<file path="src/hw/rtl/owht_pkg.sv">
// Shared types and constants for the orthogonal wire hit test unit.
// Holds the transaction payload structs and the controller/datapath command
// and status bundles. Depends on nothing.
package owht_pkg;

	localparam int COORD_BITS = 16;
	localparam int DIST_BITS  = COORD_BITS + 1;
	localparam int TOL_BITS   = 16;
	localparam int SQ_BITS    = 2 * COORD_BITS;
	localparam int SUM_BITS   = SQ_BITS + 1;
	localparam int RAD_BITS   = 2 * DIST_BITS;
	localparam int REM_BITS   = DIST_BITS + 1;
	localparam int ROOT_STEPS = DIST_BITS;
	localparam int ITER_BITS  = $clog2(ROOT_STEPS);

	localparam logic [TOL_BITS-1:0] TOL_RESET = TOL_BITS'(64);

	localparam logic FUNC_SET_PATH = 1'b0;
	localparam logic FUNC_QUERY    = 1'b1;

	typedef logic signed [COORD_BITS-1:0] coord_t;

	typedef struct packed {
		logic   func;
		coord_t from_x;
		coord_t from_y;
		coord_t to_x;
		coord_t to_y;
		coord_t point_x;
		coord_t point_y;
	} in_item_t;

	typedef struct packed {
		logic [DIST_BITS-1:0] nearest_distance;
		logic                 on_wire;
		logic                 path_present;
	} out_item_t;

	typedef struct packed {
		logic cap_path;
		logic cap_point;
		logic geom;
		logic sq1;
		logic sq2;
		logic sum;
		logic next_leg;
		logic root_init;
		logic root_step;
		logic load_out;
	} dp_cmd_t;

	typedef struct packed {
		logic path_valid;
		logic route_bent;
		logic second_leg;
		logic root_last;
		logic out_free;
	} dp_status_t;

endpackage

</file>
<file path="src/hw/rtl/owht_ctrl.sv">
// Controller state machine of the orthogonal wire hit test unit.
// Sequences leg measurement, squaring, the square root and the result hand-off.
// Depends on owht_pkg.
module owht_ctrl
	import owht_pkg::*;
(
	input  logic       clk,
	input  logic       arst_n,
	input  logic       in_valid,
	input  logic       in_func,
	output logic       in_ready,
	input  dp_status_t status,
	output dp_cmd_t    cmd
);

	typedef enum logic [7:0] {
		ST_IDLE      = 8'b0000_0001,
		ST_GEOM      = 8'b0000_0010,
		ST_SQ1       = 8'b0000_0100,
		ST_SQ2       = 8'b0000_1000,
		ST_SUM       = 8'b0001_0000,
		ST_ROOT_INIT = 8'b0010_0000,
		ST_ROOT      = 8'b0100_0000,
		ST_DONE      = 8'b1000_0000
	} state_t;

	state_t state_q;
	state_t state_d;
	logic   accept;

	assign in_ready = (state_q == ST_IDLE);
	assign accept   = in_valid && in_ready;

	always_comb begin
		state_d = state_q;
		cmd     = '0;
		unique case (state_q)
			ST_IDLE: begin
				if (accept) begin
					if (in_func == FUNC_SET_PATH) begin
						cmd.cap_path = 1'b1;
					end else begin
						cmd.cap_point = 1'b1;
						// Without a stored path the result is fixed, so skip the math.
						state_d = status.path_valid ? ST_GEOM : ST_DONE;
					end
				end
			end
			ST_GEOM: begin
				cmd.geom = 1'b1;
				state_d  = ST_SQ1;
			end
			ST_SQ1: begin
				cmd.sq1 = 1'b1;
				state_d = ST_SQ2;
			end
			ST_SQ2: begin
				cmd.sq2 = 1'b1;
				state_d = ST_SUM;
			end
			ST_SUM: begin
				cmd.sum = 1'b1;
				if (status.route_bent && !status.second_leg) begin
					cmd.next_leg = 1'b1;
					state_d      = ST_GEOM;
				end else begin
					state_d = ST_ROOT_INIT;
				end
			end
			ST_ROOT_INIT: begin
				cmd.root_init = 1'b1;
				state_d       = ST_ROOT;
			end
			ST_ROOT: begin
				cmd.root_step = 1'b1;
				if (status.root_last) begin
					state_d = ST_DONE;
				end
			end
			ST_DONE: begin
				if (status.out_free) begin
					cmd.load_out = 1'b1;
					state_d      = ST_IDLE;
				end
			end
			default: begin
				state_d = ST_IDLE;
			end
		endcase
	end

	always_ff @(posedge clk or negedge arst_n) begin
		if (!arst_n) begin
			state_q <= ST_IDLE;
		end else begin
			state_q <= state_d;
		end
	end

endmodule

</file>
<file path="src/hw/rtl/owht_datapath.sv">
// Datapath of the orthogonal wire hit test unit: path and tolerance registers,
// leg geometry, a shared squaring multiplier, a bit-serial square root and the
// output register. Depends on owht_pkg.
module owht_datapath
	import owht_pkg::*;
(
	input  logic                clk,
	input  logic                arst_n,
	input  in_item_t            in_data,
	input  logic                cfg_wr_en,
	input  logic [TOL_BITS-1:0] cfg_wr_data,
	input  dp_cmd_t             cmd,
	output dp_status_t          status,
	output logic                out_valid,
	input  logic                out_ready,
	output out_item_t           out_data
);

	coord_t start_x_q, start_y_q, end_x_q, end_y_q;
	logic   route_bent_q;
	logic   path_valid_q;
	logic [TOL_BITS-1:0] tol_q;

	coord_t point_x_q, point_y_q;
	logic   leg_q;

	logic [COORD_BITS-1:0] d1_q, d2_q;
	logic [SQ_BITS-1:0]    sq_q, part_q;
	logic [SUM_BITS-1:0]   best_q;

	logic [RAD_BITS-1:0]   rad_q;
	logic [REM_BITS-1:0]   rem_q;
	logic [DIST_BITS-1:0]  root_q;
	logic [ITER_BITS-1:0]  iter_q;

	logic      out_valid_q;
	out_item_t out_q;

	logic   leg_vert;
	coord_t seg_a, seg_b, seg_c;
	coord_t seg_lo, seg_hi, along, across, clamped;
	logic [COORD_BITS-1:0] d1_d, d2_d;
	logic [COORD_BITS-1:0] sq_src;
	logic [SQ_BITS-1:0]    sq_d;
	logic [SUM_BITS-1:0]   total;
	logic [REM_BITS+1:0]   rem_sh, trial;

	function automatic logic [COORD_BITS-1:0] abs_diff(coord_t a, coord_t b);
		logic signed [COORD_BITS:0] diff;
		logic signed [COORD_BITS:0] mag;
		diff = {a[COORD_BITS-1], a} - {b[COORD_BITS-1], b};
		mag  = diff[COORD_BITS] ? -diff : diff;
		return mag[COORD_BITS-1:0];
	endfunction

	// The first leg is horizontal unless the path is a straight vertical wire.
	// The second leg of an L route is always the vertical one through the corner.
	assign leg_vert = leg_q || (!route_bent_q && (start_x_q == end_x_q));

	always_comb begin
		if (leg_vert) begin
			seg_a  = start_y_q;
			seg_b  = end_y_q;
			seg_c  = leg_q ? end_x_q : start_x_q;
			along  = point_y_q;
			across = point_x_q;
		end else begin
			seg_a  = start_x_q;
			seg_b  = end_x_q;
			seg_c  = start_y_q;
			along  = point_x_q;
			across = point_y_q;
		end
		seg_lo = (seg_a < seg_b) ? seg_a : seg_b;
		seg_hi = (seg_a < seg_b) ? seg_b : seg_a;
		if (along < seg_lo) begin
			clamped = seg_lo;
		end else if (along > seg_hi) begin
			clamped = seg_hi;
		end else begin
			clamped = along;
		end
		d1_d = abs_diff(along, clamped);
		d2_d = abs_diff(across, seg_c);
	end

	assign sq_src = cmd.sq1 ? d1_q : d2_q;
	assign sq_d   = sq_src * sq_src;
	assign total  = {1'b0, part_q} + {1'b0, sq_q};

	assign rem_sh = {rem_q, rad_q[RAD_BITS-1 -: 2]};
	assign trial  = {1'b0, root_q, 2'b01};

	always_ff @(posedge clk or negedge arst_n) begin
		if (!arst_n) begin
			start_x_q    <= '0;
			start_y_q    <= '0;
			end_x_q      <= '0;
			end_y_q      <= '0;
			route_bent_q <= 1'b0;
			path_valid_q <= 1'b0;
			tol_q        <= TOL_RESET;
		end else begin
			if (cfg_wr_en) begin
				tol_q <= cfg_wr_data;
			end
			if (cmd.cap_path) begin
				start_x_q    <= in_data.from_x;
				start_y_q    <= in_data.from_y;
				end_x_q      <= in_data.to_x;
				end_y_q      <= in_data.to_y;
				route_bent_q <= (in_data.from_x != in_data.to_x) &&
				                (in_data.from_y != in_data.to_y);
				path_valid_q <= 1'b1;
			end
		end
	end

	always_ff @(posedge clk) begin
		if (cmd.cap_point) begin
			point_x_q <= in_data.point_x;
			point_y_q <= in_data.point_y;
			leg_q     <= 1'b0;
		end else if (cmd.next_leg) begin
			leg_q <= 1'b1;
		end
		if (cmd.geom) begin
			d1_q <= d1_d;
			d2_q <= d2_d;
		end
		if (cmd.sq1) begin
			sq_q <= sq_d;
		end
		if (cmd.sq2) begin
			sq_q   <= sq_d;
			part_q <= sq_q;
		end
		if (cmd.sum) begin
			if (!leg_q || (total < best_q)) begin
				best_q <= total;
			end
		end
		if (cmd.root_init) begin
			rad_q  <= {{(RAD_BITS-SUM_BITS){1'b0}}, best_q};
			rem_q  <= '0;
			root_q <= '0;
			iter_q <= '0;
		end else if (cmd.root_step) begin
			rad_q  <= {rad_q[RAD_BITS-3:0], 2'b00};
			iter_q <= iter_q + ITER_BITS'(1);
			if (rem_sh >= trial) begin
				rem_q  <= REM_BITS'(rem_sh - trial);
				root_q <= {root_q[DIST_BITS-2:0], 1'b1};
			end else begin
				rem_q  <= rem_sh[REM_BITS-1:0];
				root_q <= {root_q[DIST_BITS-2:0], 1'b0};
			end
		end
		if (cmd.load_out) begin
			if (path_valid_q) begin
				out_q.nearest_distance <= root_q;
				out_q.on_wire          <= (root_q <= {1'b0, tol_q});
				out_q.path_present     <= 1'b1;
			end else begin
				out_q.nearest_distance <= '1;
				out_q.on_wire          <= 1'b0;
				out_q.path_present     <= 1'b0;
			end
		end
	end

	always_ff @(posedge clk or negedge arst_n) begin
		if (!arst_n) begin
			out_valid_q <= 1'b0;
		end else if (cmd.load_out) begin
			out_valid_q <= 1'b1;
		end else if (out_ready) begin
			out_valid_q <= 1'b0;
		end
	end

	assign out_valid = out_valid_q;
	assign out_data  = out_q;

	assign status.path_valid = path_valid_q;
	assign status.route_bent = route_bent_q;
	assign status.second_leg = leg_q;
	assign status.root_last  = (iter_q == ITER_BITS'(ROOT_STEPS - 1));
	assign status.out_free   = !out_valid_q || out_ready;

endmodule

</file>
<file path="src/hw/rtl/orthogonal_wire_hit_test_unit.sv">
// Top level of the orthogonal wire hit test unit.
// Joins the controller (owht_ctrl) and the datapath (owht_datapath); uses owht_pkg.
//
// A set-path transaction (func 0) stores the wire ends and gives no result. A query
// transaction (func 1) works through each leg in turn (geometry, a first and a second
// squaring on the shared multiplier, and the sum), then loads the square root, runs
// the bit-serial root (one result bit per cycle) and loads the output register. The
// next transaction is accepted only once that result has been loaded. A query with
// no stored path skips the math and goes straight to loading its all-ones result.
// The load waits while the output register still holds a result that the receiver
// has not taken, and the input stays closed for that time.
module orthogonal_wire_hit_test_unit
	import owht_pkg::*;
(
	input  logic                clk,
	input  logic                arst_n,
	input  logic                in_valid,
	output logic                in_ready,
	input  in_item_t            in_data,
	output logic                out_valid,
	input  logic                out_ready,
	output out_item_t           out_data,
	input  logic                cfg_wr_en,
	input  logic [TOL_BITS-1:0] cfg_wr_data
);

	dp_cmd_t    cmd;
	dp_status_t status;

	owht_ctrl u_ctrl (
		.clk      (clk),
		.arst_n   (arst_n),
		.in_valid (in_valid),
		.in_func  (in_data.func),
		.in_ready (in_ready),
		.status   (status),
		.cmd      (cmd)
	);

	owht_datapath u_datapath (
		.clk         (clk),
		.arst_n      (arst_n),
		.in_data     (in_data),
		.cfg_wr_en   (cfg_wr_en),
		.cfg_wr_data (cfg_wr_data),
		.cmd         (cmd),
		.status      (status),
		.out_valid   (out_valid),
		.out_ready   (out_ready),
		.out_data    (out_data)
	);

endmodule

</file>
<file path="config.mk">
export PLATFORM = sky130hd
export DESIGN_NAME = orthogonal_wire_hit_test_unit
export DESIGN_NICKNAME = d
export VERILOG_FILES = /design/src/hw/rtl/owht_pkg.sv /design/src/hw/rtl/owht_ctrl.sv /design/src/hw/rtl/owht_datapath.sv /design/src/hw/rtl/orthogonal_wire_hit_test_unit.sv
export SDC_FILE = /design/constraint.sdc
export NUM_CORES = 1
export LEC_CHECK = 0
export ABC_CLOCK_PERIOD_IN_PS = 20700
export BUFFER_PORTS_ARGS = -buffer_cell sky130_fd_sc_hd__buf_4
export CAP_MARGIN = 20
export CORE_MARGIN = 4
export CORE_UTILIZATION = 68
export DETAILED_ROUTE_END_ITERATION = 6
export PLACE_DENSITY = 0.84
export SLEW_MARGIN = 15
export SYNTH_ARGS = -nofsm -noshare
export SYNTH_HDL_FRONTEND = slang
export SYNTH_SLANG_ARGS = --single-unit
</file>
<file path="constraint.sdc">
create_clock -name clk -period 20.7 [get_ports clk]
set_clock_uncertainty 0.2 [all_clocks]
set_input_delay 4.14 -clock clk [delete_from_list [all_inputs] [get_ports clk]]
set_output_delay 4.14 -clock clk [all_outputs]
set_load 0.005 [all_outputs]
</file>
; Word-level counts from Yosys, hierarchy flattened
; Index checks and enable logic that the tools add are counted.
[classes]
addsub = 7
n_mul = 1
div_mod_pow = 0
order_cmp = 6
eq_ne = 16
n_shift = 0
muxes = 42
bitwise = 0
reduce_logical = 15
[ops]
columns = cell, n
row1 = $mux 16, 13
row2 = $mux 33, 2
row3 = $mux 32, 2
row4 = $pmux 8 s8, 1
row5 = $mux 8, 5
row6 = $sub 16x16->17, 2
row7 = $add 32x32->33, 1
row8 = $lt 33x33->1, 1
row9 = $lt 16x16->1, 2
row10 = $mul 16x16->32, 1
row11 = $ne 16x16->1, 2
row12 = $neg 16->16, 2
row13 = $ge 20x19->1, 1
row14 = $mux 18, 1
row15 = $sub 18x18->18, 1
row16 = $le 17x16->1, 1
row17 = $eq 16x16->1, 1
row18 = $gt 16x16->1, 1
row19 = $mux 1, 14
row20 = $eq 8x1->1 const B, 1
row21 = $eq 8x2->1 const B, 1
row22 = $eq 8x3->1 const B, 1
row23 = $eq 8x4->1 const B, 1
row24 = $eq 8x5->1 const B, 1
row25 = 14 further kinds, 28
[word_totals]
regBits = 346
latchBits = 0
ramBits = 0
mem_bits_ro = 0
out_inout_bits = 21
wordCells = 112
memories = 0

; Depth between registers and ports, before layout
[depth]
ltp_word = 12
ltp_mapped = 47
ltp_nobuf = 42

; Cells and area by module
; A second synthesis with hierarchy kept.
[unflattened]
cells_unflattened = 2670
hier_area_um2 = 27664.0
[by_module_without_submodules]
columns = module, instances, cells_each, area_per_inst_um2
row1 = owht_datapath, 1, 2607, 27092.2
row2 = owht_ctrl, 1, 63, 571.8

; Least setup slack after synthesis
; Ideal clock, no wire load.
[synth_path]
path_kind = reg2reg
startpoint = register u_datapath.start_x_q[1]
endpoint = register u_datapath.d1_q[15] (data pin)
setup_time_ns = 0.262
arrival_ns = 8.838
slack_ns = 11.400
stages_incl_launch_ff = 45
n_path_buf = 5
cell_sequence = dfrtp_1 -> xnor2_1 -> nand4_1 -> nor3_1 -> a21o_1 -> buf_2 -> buf_2 -> mux2i_1 -> inv_1 -> ha_1 -> and3_1 -> a221o_1 -> a21oi_1 -> nand2_1 -> o21ai_2 -> a21oi_4 -> buf_6 -> clkbuf_1 -> [9 not listed] -> o31a_1 -> buf_2 -> a32oi_1 -> o21a_1 -> ha_1 -> inv_1 -> fa_1 -> a211o_2 -> a2111oi_4 -> nor2_2 -> o41ai_4 -> xnor2_1 -> nor3_2 -> o21a_1 -> or4b_4 -> nor4b_2 -> nor3_2 -> xor2_1
[synth_between]
elab_chain_len = 12
[synth_lines]
columns = element, line
row1 = from (decl), owht_datapath.sv:19  ; coord_t start_x_q, start_y_q, end_x_q, end_y_q;
row2 = from (signal assigned), owht_datapath.sv:108  ; start_x_q <= in_data.from_x;
row3 = $eq 16x16->1, owht_datapath.sv:58  ; assign leg_vert = leg_q || (!route_bent_q && (start_x_q == end_x_q));
row4 = $logic_and 1x1->1, owht_datapath.sv:58
row5 = $logic_or 1x1->1, owht_datapath.sv:58
row6 = $mux 16, owht_datapath.sv:61  ; if (leg_vert) begin
row7 = $lt 16x16->1, "owht_datapath.sv:74, owht_datapath.sv:75"
row8 = $mux 16, owht_datapath.sv:75  ; seg_hi = (seg_a < seg_b) ? seg_b : seg_a;
row9 = $gt 16x16->1, owht_datapath.sv:78  ; end else if (along > seg_hi) begin
row10 = $mux 16, owht_datapath.sv:78
row11 = $mux 16, owht_datapath.sv:76  ; if (along < seg_lo) begin
row12 = $sub 16x16->17 *, owht_datapath.sv:51  ; diff = {a[COORD_BITS-1], a} - {b[COORD_BITS-1], b};
row13 = $neg 16->16, owht_datapath.sv:52  ; mag = diff[COORD_BITS] ? -diff : diff;
row14 = $mux 16 *, owht_datapath.sv:52
row15 = net u_datapath.d1_d[15], owht_datapath.sv:42  ; logic [COORD_BITS-1:0] d1_d, d2_d;
row16 = to (signal assigned), owht_datapath.sv:128  ; d1_q <= d1_d;
row17 = to (decl), owht_datapath.sv:27  ; logic [COORD_BITS-1:0] d1_q, d2_q;
; The timed path passes the listed nets; every way through them passes the cells marked *.
; A chain may end at the register's enable or synchronous reset.

; Worst setup path after layout
; Ends and elaborated chain as after synthesis.

==> results_dict.tcl <==
set metrics [dict create \
    wirelength_um 65600 \
    postCtsSetupRepairBufs 0 \
    netlist_instances 2673 \
    peak_freq_ghz 0.0866 \
    area.growth.synth_to_final_pct 10.5 \
    clkTransAtPathRegs_ns 0.06 \
    avgSynthCellArea_um2 10.2 \
    die_area_um2 43400 \
    postLayoutCoreUtil_pct 75.9 \
    number_of_top_level_design_ports 139 \
    maximum_number_of_pins_on_one_net_before_global_route_repair 72 \
    ys_top_cells_by_area "sky130_fd_sc_hd__edfxtp_1, sky130_fd_sc_hd__ha_1, sky130_fd_sc_hd__fa_1" \
    cpMaxStageDelayCell "sky130_fd_sc_hd__nand3_1" \
    h_tree_level_count 2 \
    grt_antenna_before_repair 2 \
    cts_tree "yes" \
    max_cap_violations 0 \
    num_rows 73 \
    required_time_reported_for_the_critical_path_endpoint_ns 20.79 \
    timing.slew.headroom_pct 27.8 \
    placement.io_buffers 138 \
    worstHoldStart "u_datapath.sq_q[27]" \
    vias_per_cell 6.05 \
    final-max-slew-violation-count 0 \
    via_count_of_the_first_global_routing_pass 21400 \
    wire_length_of_the_first_global_routing_pass_um 107000 \
    1st_iter_drt_viols 1687 \
    cp-start-kind "flop" \
    residual_antenna_violating_net_count_after_detailed_routing 0 \
    placement.setup.worst_slack_ns 9.08 \
    hold_viol_final 0 \
    synth.cell_area_um2 27300 \
    die_w_um 208 \
    place.gp.congestion 0.937 \
    finalSetupViolations 0 \
    postSynthNetCount 3230 \
    worst-r2r-setup-slack_ns 9.16 \
    worst-slew-pin-transition_ns 1.08 \
    grt_util_all_layers_pct 30.2 \
    ys_top_cells_by_count "sky130_fd_sc_hd__inv_1, sky130_fd_sc_hd__ha_1, sky130_fd_sc_hd__nand2_1" \
    fillCellCount 2655 \
    design.final.nets 3367 \
    worst-setup-path-type "reg2reg" \
    post-synth-top-area-cell "sky130_fd_sc_hd__edfxtp_1" \
    critical_path.max_stage_delay_ns 0.71 \
    dieHeight_um 208 \
    setup_total_negative_slack_ns 0 \
    cts.path.max_buffers 3 \
    clock-root-buffer "sky130_fd_sc_hd__clkbuf_16" \
    final.setup.worst_slack_ns 9.16 \
    final.period_utilization_pct 55.8 \
    post_route_cells_drive_above_1_share_pct 13.1 \
    floorplan.initialDensity_pct 68.7 \
    hold_class "reg2reg" \
    postCtsResizedCells 0 \
    clkSinkCount 344 \
    synth-seq-area-share_pct 34.7 \
    synth-warning-count 0 \
    reg2reg_from "u_datapath.start_x_q[1]" \
    synth_most_common_cell "sky130_fd_sc_hd__inv_1" \
    drt_drc_violations_left 0 \
    ys_ff_latch 344 \
    synth_edf_count 211 \
    yosys.cell_types.count 87 \
    grt_setup_unrepaired "no" \
    finalWorstPathRequiredPeriod_ns 11.54 \
    crit_path_start "u_datapath.start_x_q[1]" \
    synth_top_area_share_pct 23.2 \
    vias 20300 \
    cp_common_cell "sky130_fd_sc_hd__o21a_1" \
    path_max_fanout 52 \
    outcome "complete, no violations" \
    cts_hold_repair.buffers 0 \
    detail_route.first_pass.iterations 5 \
    routed_wire_length_per_instance_um 19.5 \
    worst_skew_pair.late_latency_ns 0.56 \
    grt_remaining_overflow 0 \
    postSynth.asyncResetShare_pct 26.5 \
    worst_ep_arrival_time_ns 11.63 \
    fp.coreArea_um2 39700 \
    number_of_clock_buffers_inserted_by_tritoncts 36 \
    timing.critical_path.to_type "flop" \
    prevailing_post_synth_register_cell "sky130_fd_sc_hd__edfxtp_1" \
    dpl.hpwl_um 51800 \
]
-- kinds of logic (layout without fill, tap and decap cells) --
kind of cell    Yosys count  after routing  share of synthesized area (%)
simple gates            655            655                           10.9
buf+inv                 404            566                           5.65
fa+ha+maj               443            443                           24.8
xor+xnor                169            169                           5.42
compound gates          469            469                           11.1
flops                   344            344                           34.7
other cells               0              1                              0
mux                     189            189                           7.44
-- routing by layer --
layer,vias to the layer above,track usage [%],routed length (um)
met3,169,5.10,4300
met2,719,50.8,32100
met1,9922,40.1,26900
met4,2,10.1,2240
li1,9508,-,-
met5,-,0,19
-- area by class of cell --
class                      count  area [um^2]  share of cell area (%)
antenna                        1         2.50                 0.00830
clock inverter                14          129                   0.427
sequential                   344         9460                    31.4
multi-input combinational   1925        16300                    54.2
timing repair buffer         169         1290                    4.27
clock buffer                  49         1010                    3.35
inverter                     334         1250                    4.16
tap                          525          657                    2.18
-- critical path: cells and delay by family, from the launching register on --
family | cells | cell delay [ns]
xor+xnor | 3 | 0.64
flops | 1 | 0.44
fa+ha+maj | 4 | 1.16
simple gates | 11 | 3.28
compound gates | 17 | 3.42
buf+inv | 4 | 1.19
mux | 4 | 0.93
-- per-stage QoR --
stage | cell area [um^2] | hold WS (ns) | std cells
4_1_cts | 30100 | 0.241 | 3358
3_3_place_gp | 29000 | 0.235 | 3295
5_1_grt | 30100 | 0.263 | 3360
3_5_place_dp | 29000 | 0.240 | 3295
2_1_floorplan | 27300 | 0.223 | 2673
6_report | 30100 | 0.241 | 3361
-- flip-flops by register name (all words and copies together) (netlist names), 5 cells and up --
register and flops:
u_ctrl.state_q 8, u_datapath.best_q 33, u_datapath.d1_q 16, u_datapath.d2_q 16
u_datapath.end_x_q 16, u_datapath.end_y_q 16, u_datapath.iter_q 5, u_datapath.out_data 19
u_datapath.part_q 31, u_datapath.point_x_q 16, u_datapath.point_y_q 16, u_datapath.rad_q 34
u_datapath.rem_q 18, u_datapath.root_q 17, u_datapath.sq_q 31, u_datapath.start_x_q 16
u_datapath.start_y_q 16, u_datapath.tol_q 16
-- path summary, 6_finish.rpt --
check / to / cells past startpoint
hold reg to reg: u_datapath.part_q[27] / 0
setup / recovery: u_datapath.d1_q[15] / 43
setup reg to reg: u_datapath.d1_q[15] / 43
min in group asynchronous: u_datapath.start_x_q[10] / 1
max in group asynchronous: u_datapath.tol_q[1] / 2
hold / removal: u_datapath.part_q[27] / 0
-- cells in the final DEF, fill, tap and decap left out, types with 7 or more instances in the layout --
master                      synthesis  routed
sky130_fd_sc_hd__o21a_1            34      34
sky130_fd_sc_hd__nand2b_1          19      19
sky130_fd_sc_hd__nand4_1           27      27
sky130_fd_sc_hd__dfxtp_1           42      42
sky130_fd_sc_hd__inv_1            324     324
sky130_fd_sc_hd__xor2_1            64      64
sky130_fd_sc_hd__a21oi_1          108     107
sky130_fd_sc_hd__a211oi_1          17      17
sky130_fd_sc_hd__clkbuf_16          0      37
sky130_fd_sc_hd__buf_4              2     167
sky130_fd_sc_hd__clkbuf_1          55       8
sky130_fd_sc_hd__nor4_1            15      15
sky130_fd_sc_hd__and3_1            11      11
sky130_fd_sc_hd__nand3_1           24      24
sky130_fd_sc_hd__nor3_1            36      36
sky130_fd_sc_hd__o211ai_1           7       7
sky130_fd_sc_hd__o21bai_1          11      11
sky130_fd_sc_hd__a31oi_1           18      18
sky130_fd_sc_hd__dfrtp_1           89      89
sky130_fd_sc_hd__a41oi_1           13      13
sky130_fd_sc_hd__o31ai_1            8       8
sky130_fd_sc_hd__edfxtp_1         211     211
sky130_fd_sc_hd__nor2_1           211     209
sky130_fd_sc_hd__mux2i_1           79      79
sky130_fd_sc_hd__fa_1             166     166
sky130_fd_sc_hd__o21ai_0          144     144
sky130_fd_sc_hd__mux2_2           110     110
sky130_fd_sc_hd__clkinv_1           8      13
sky130_fd_sc_hd__nand2_1          237     237
sky130_fd_sc_hd__xnor2_1          105     105
sky130_fd_sc_hd__a21o_1            44      43
sky130_fd_sc_hd__or3_1             11      11
sky130_fd_sc_hd__nor2b_1           22      21
sky130_fd_sc_hd__ha_1             273     273
Power is left out: the tool's default activity adds up to more than one toggle a clock period on the data nets, which glitch-free logic cannot reach.
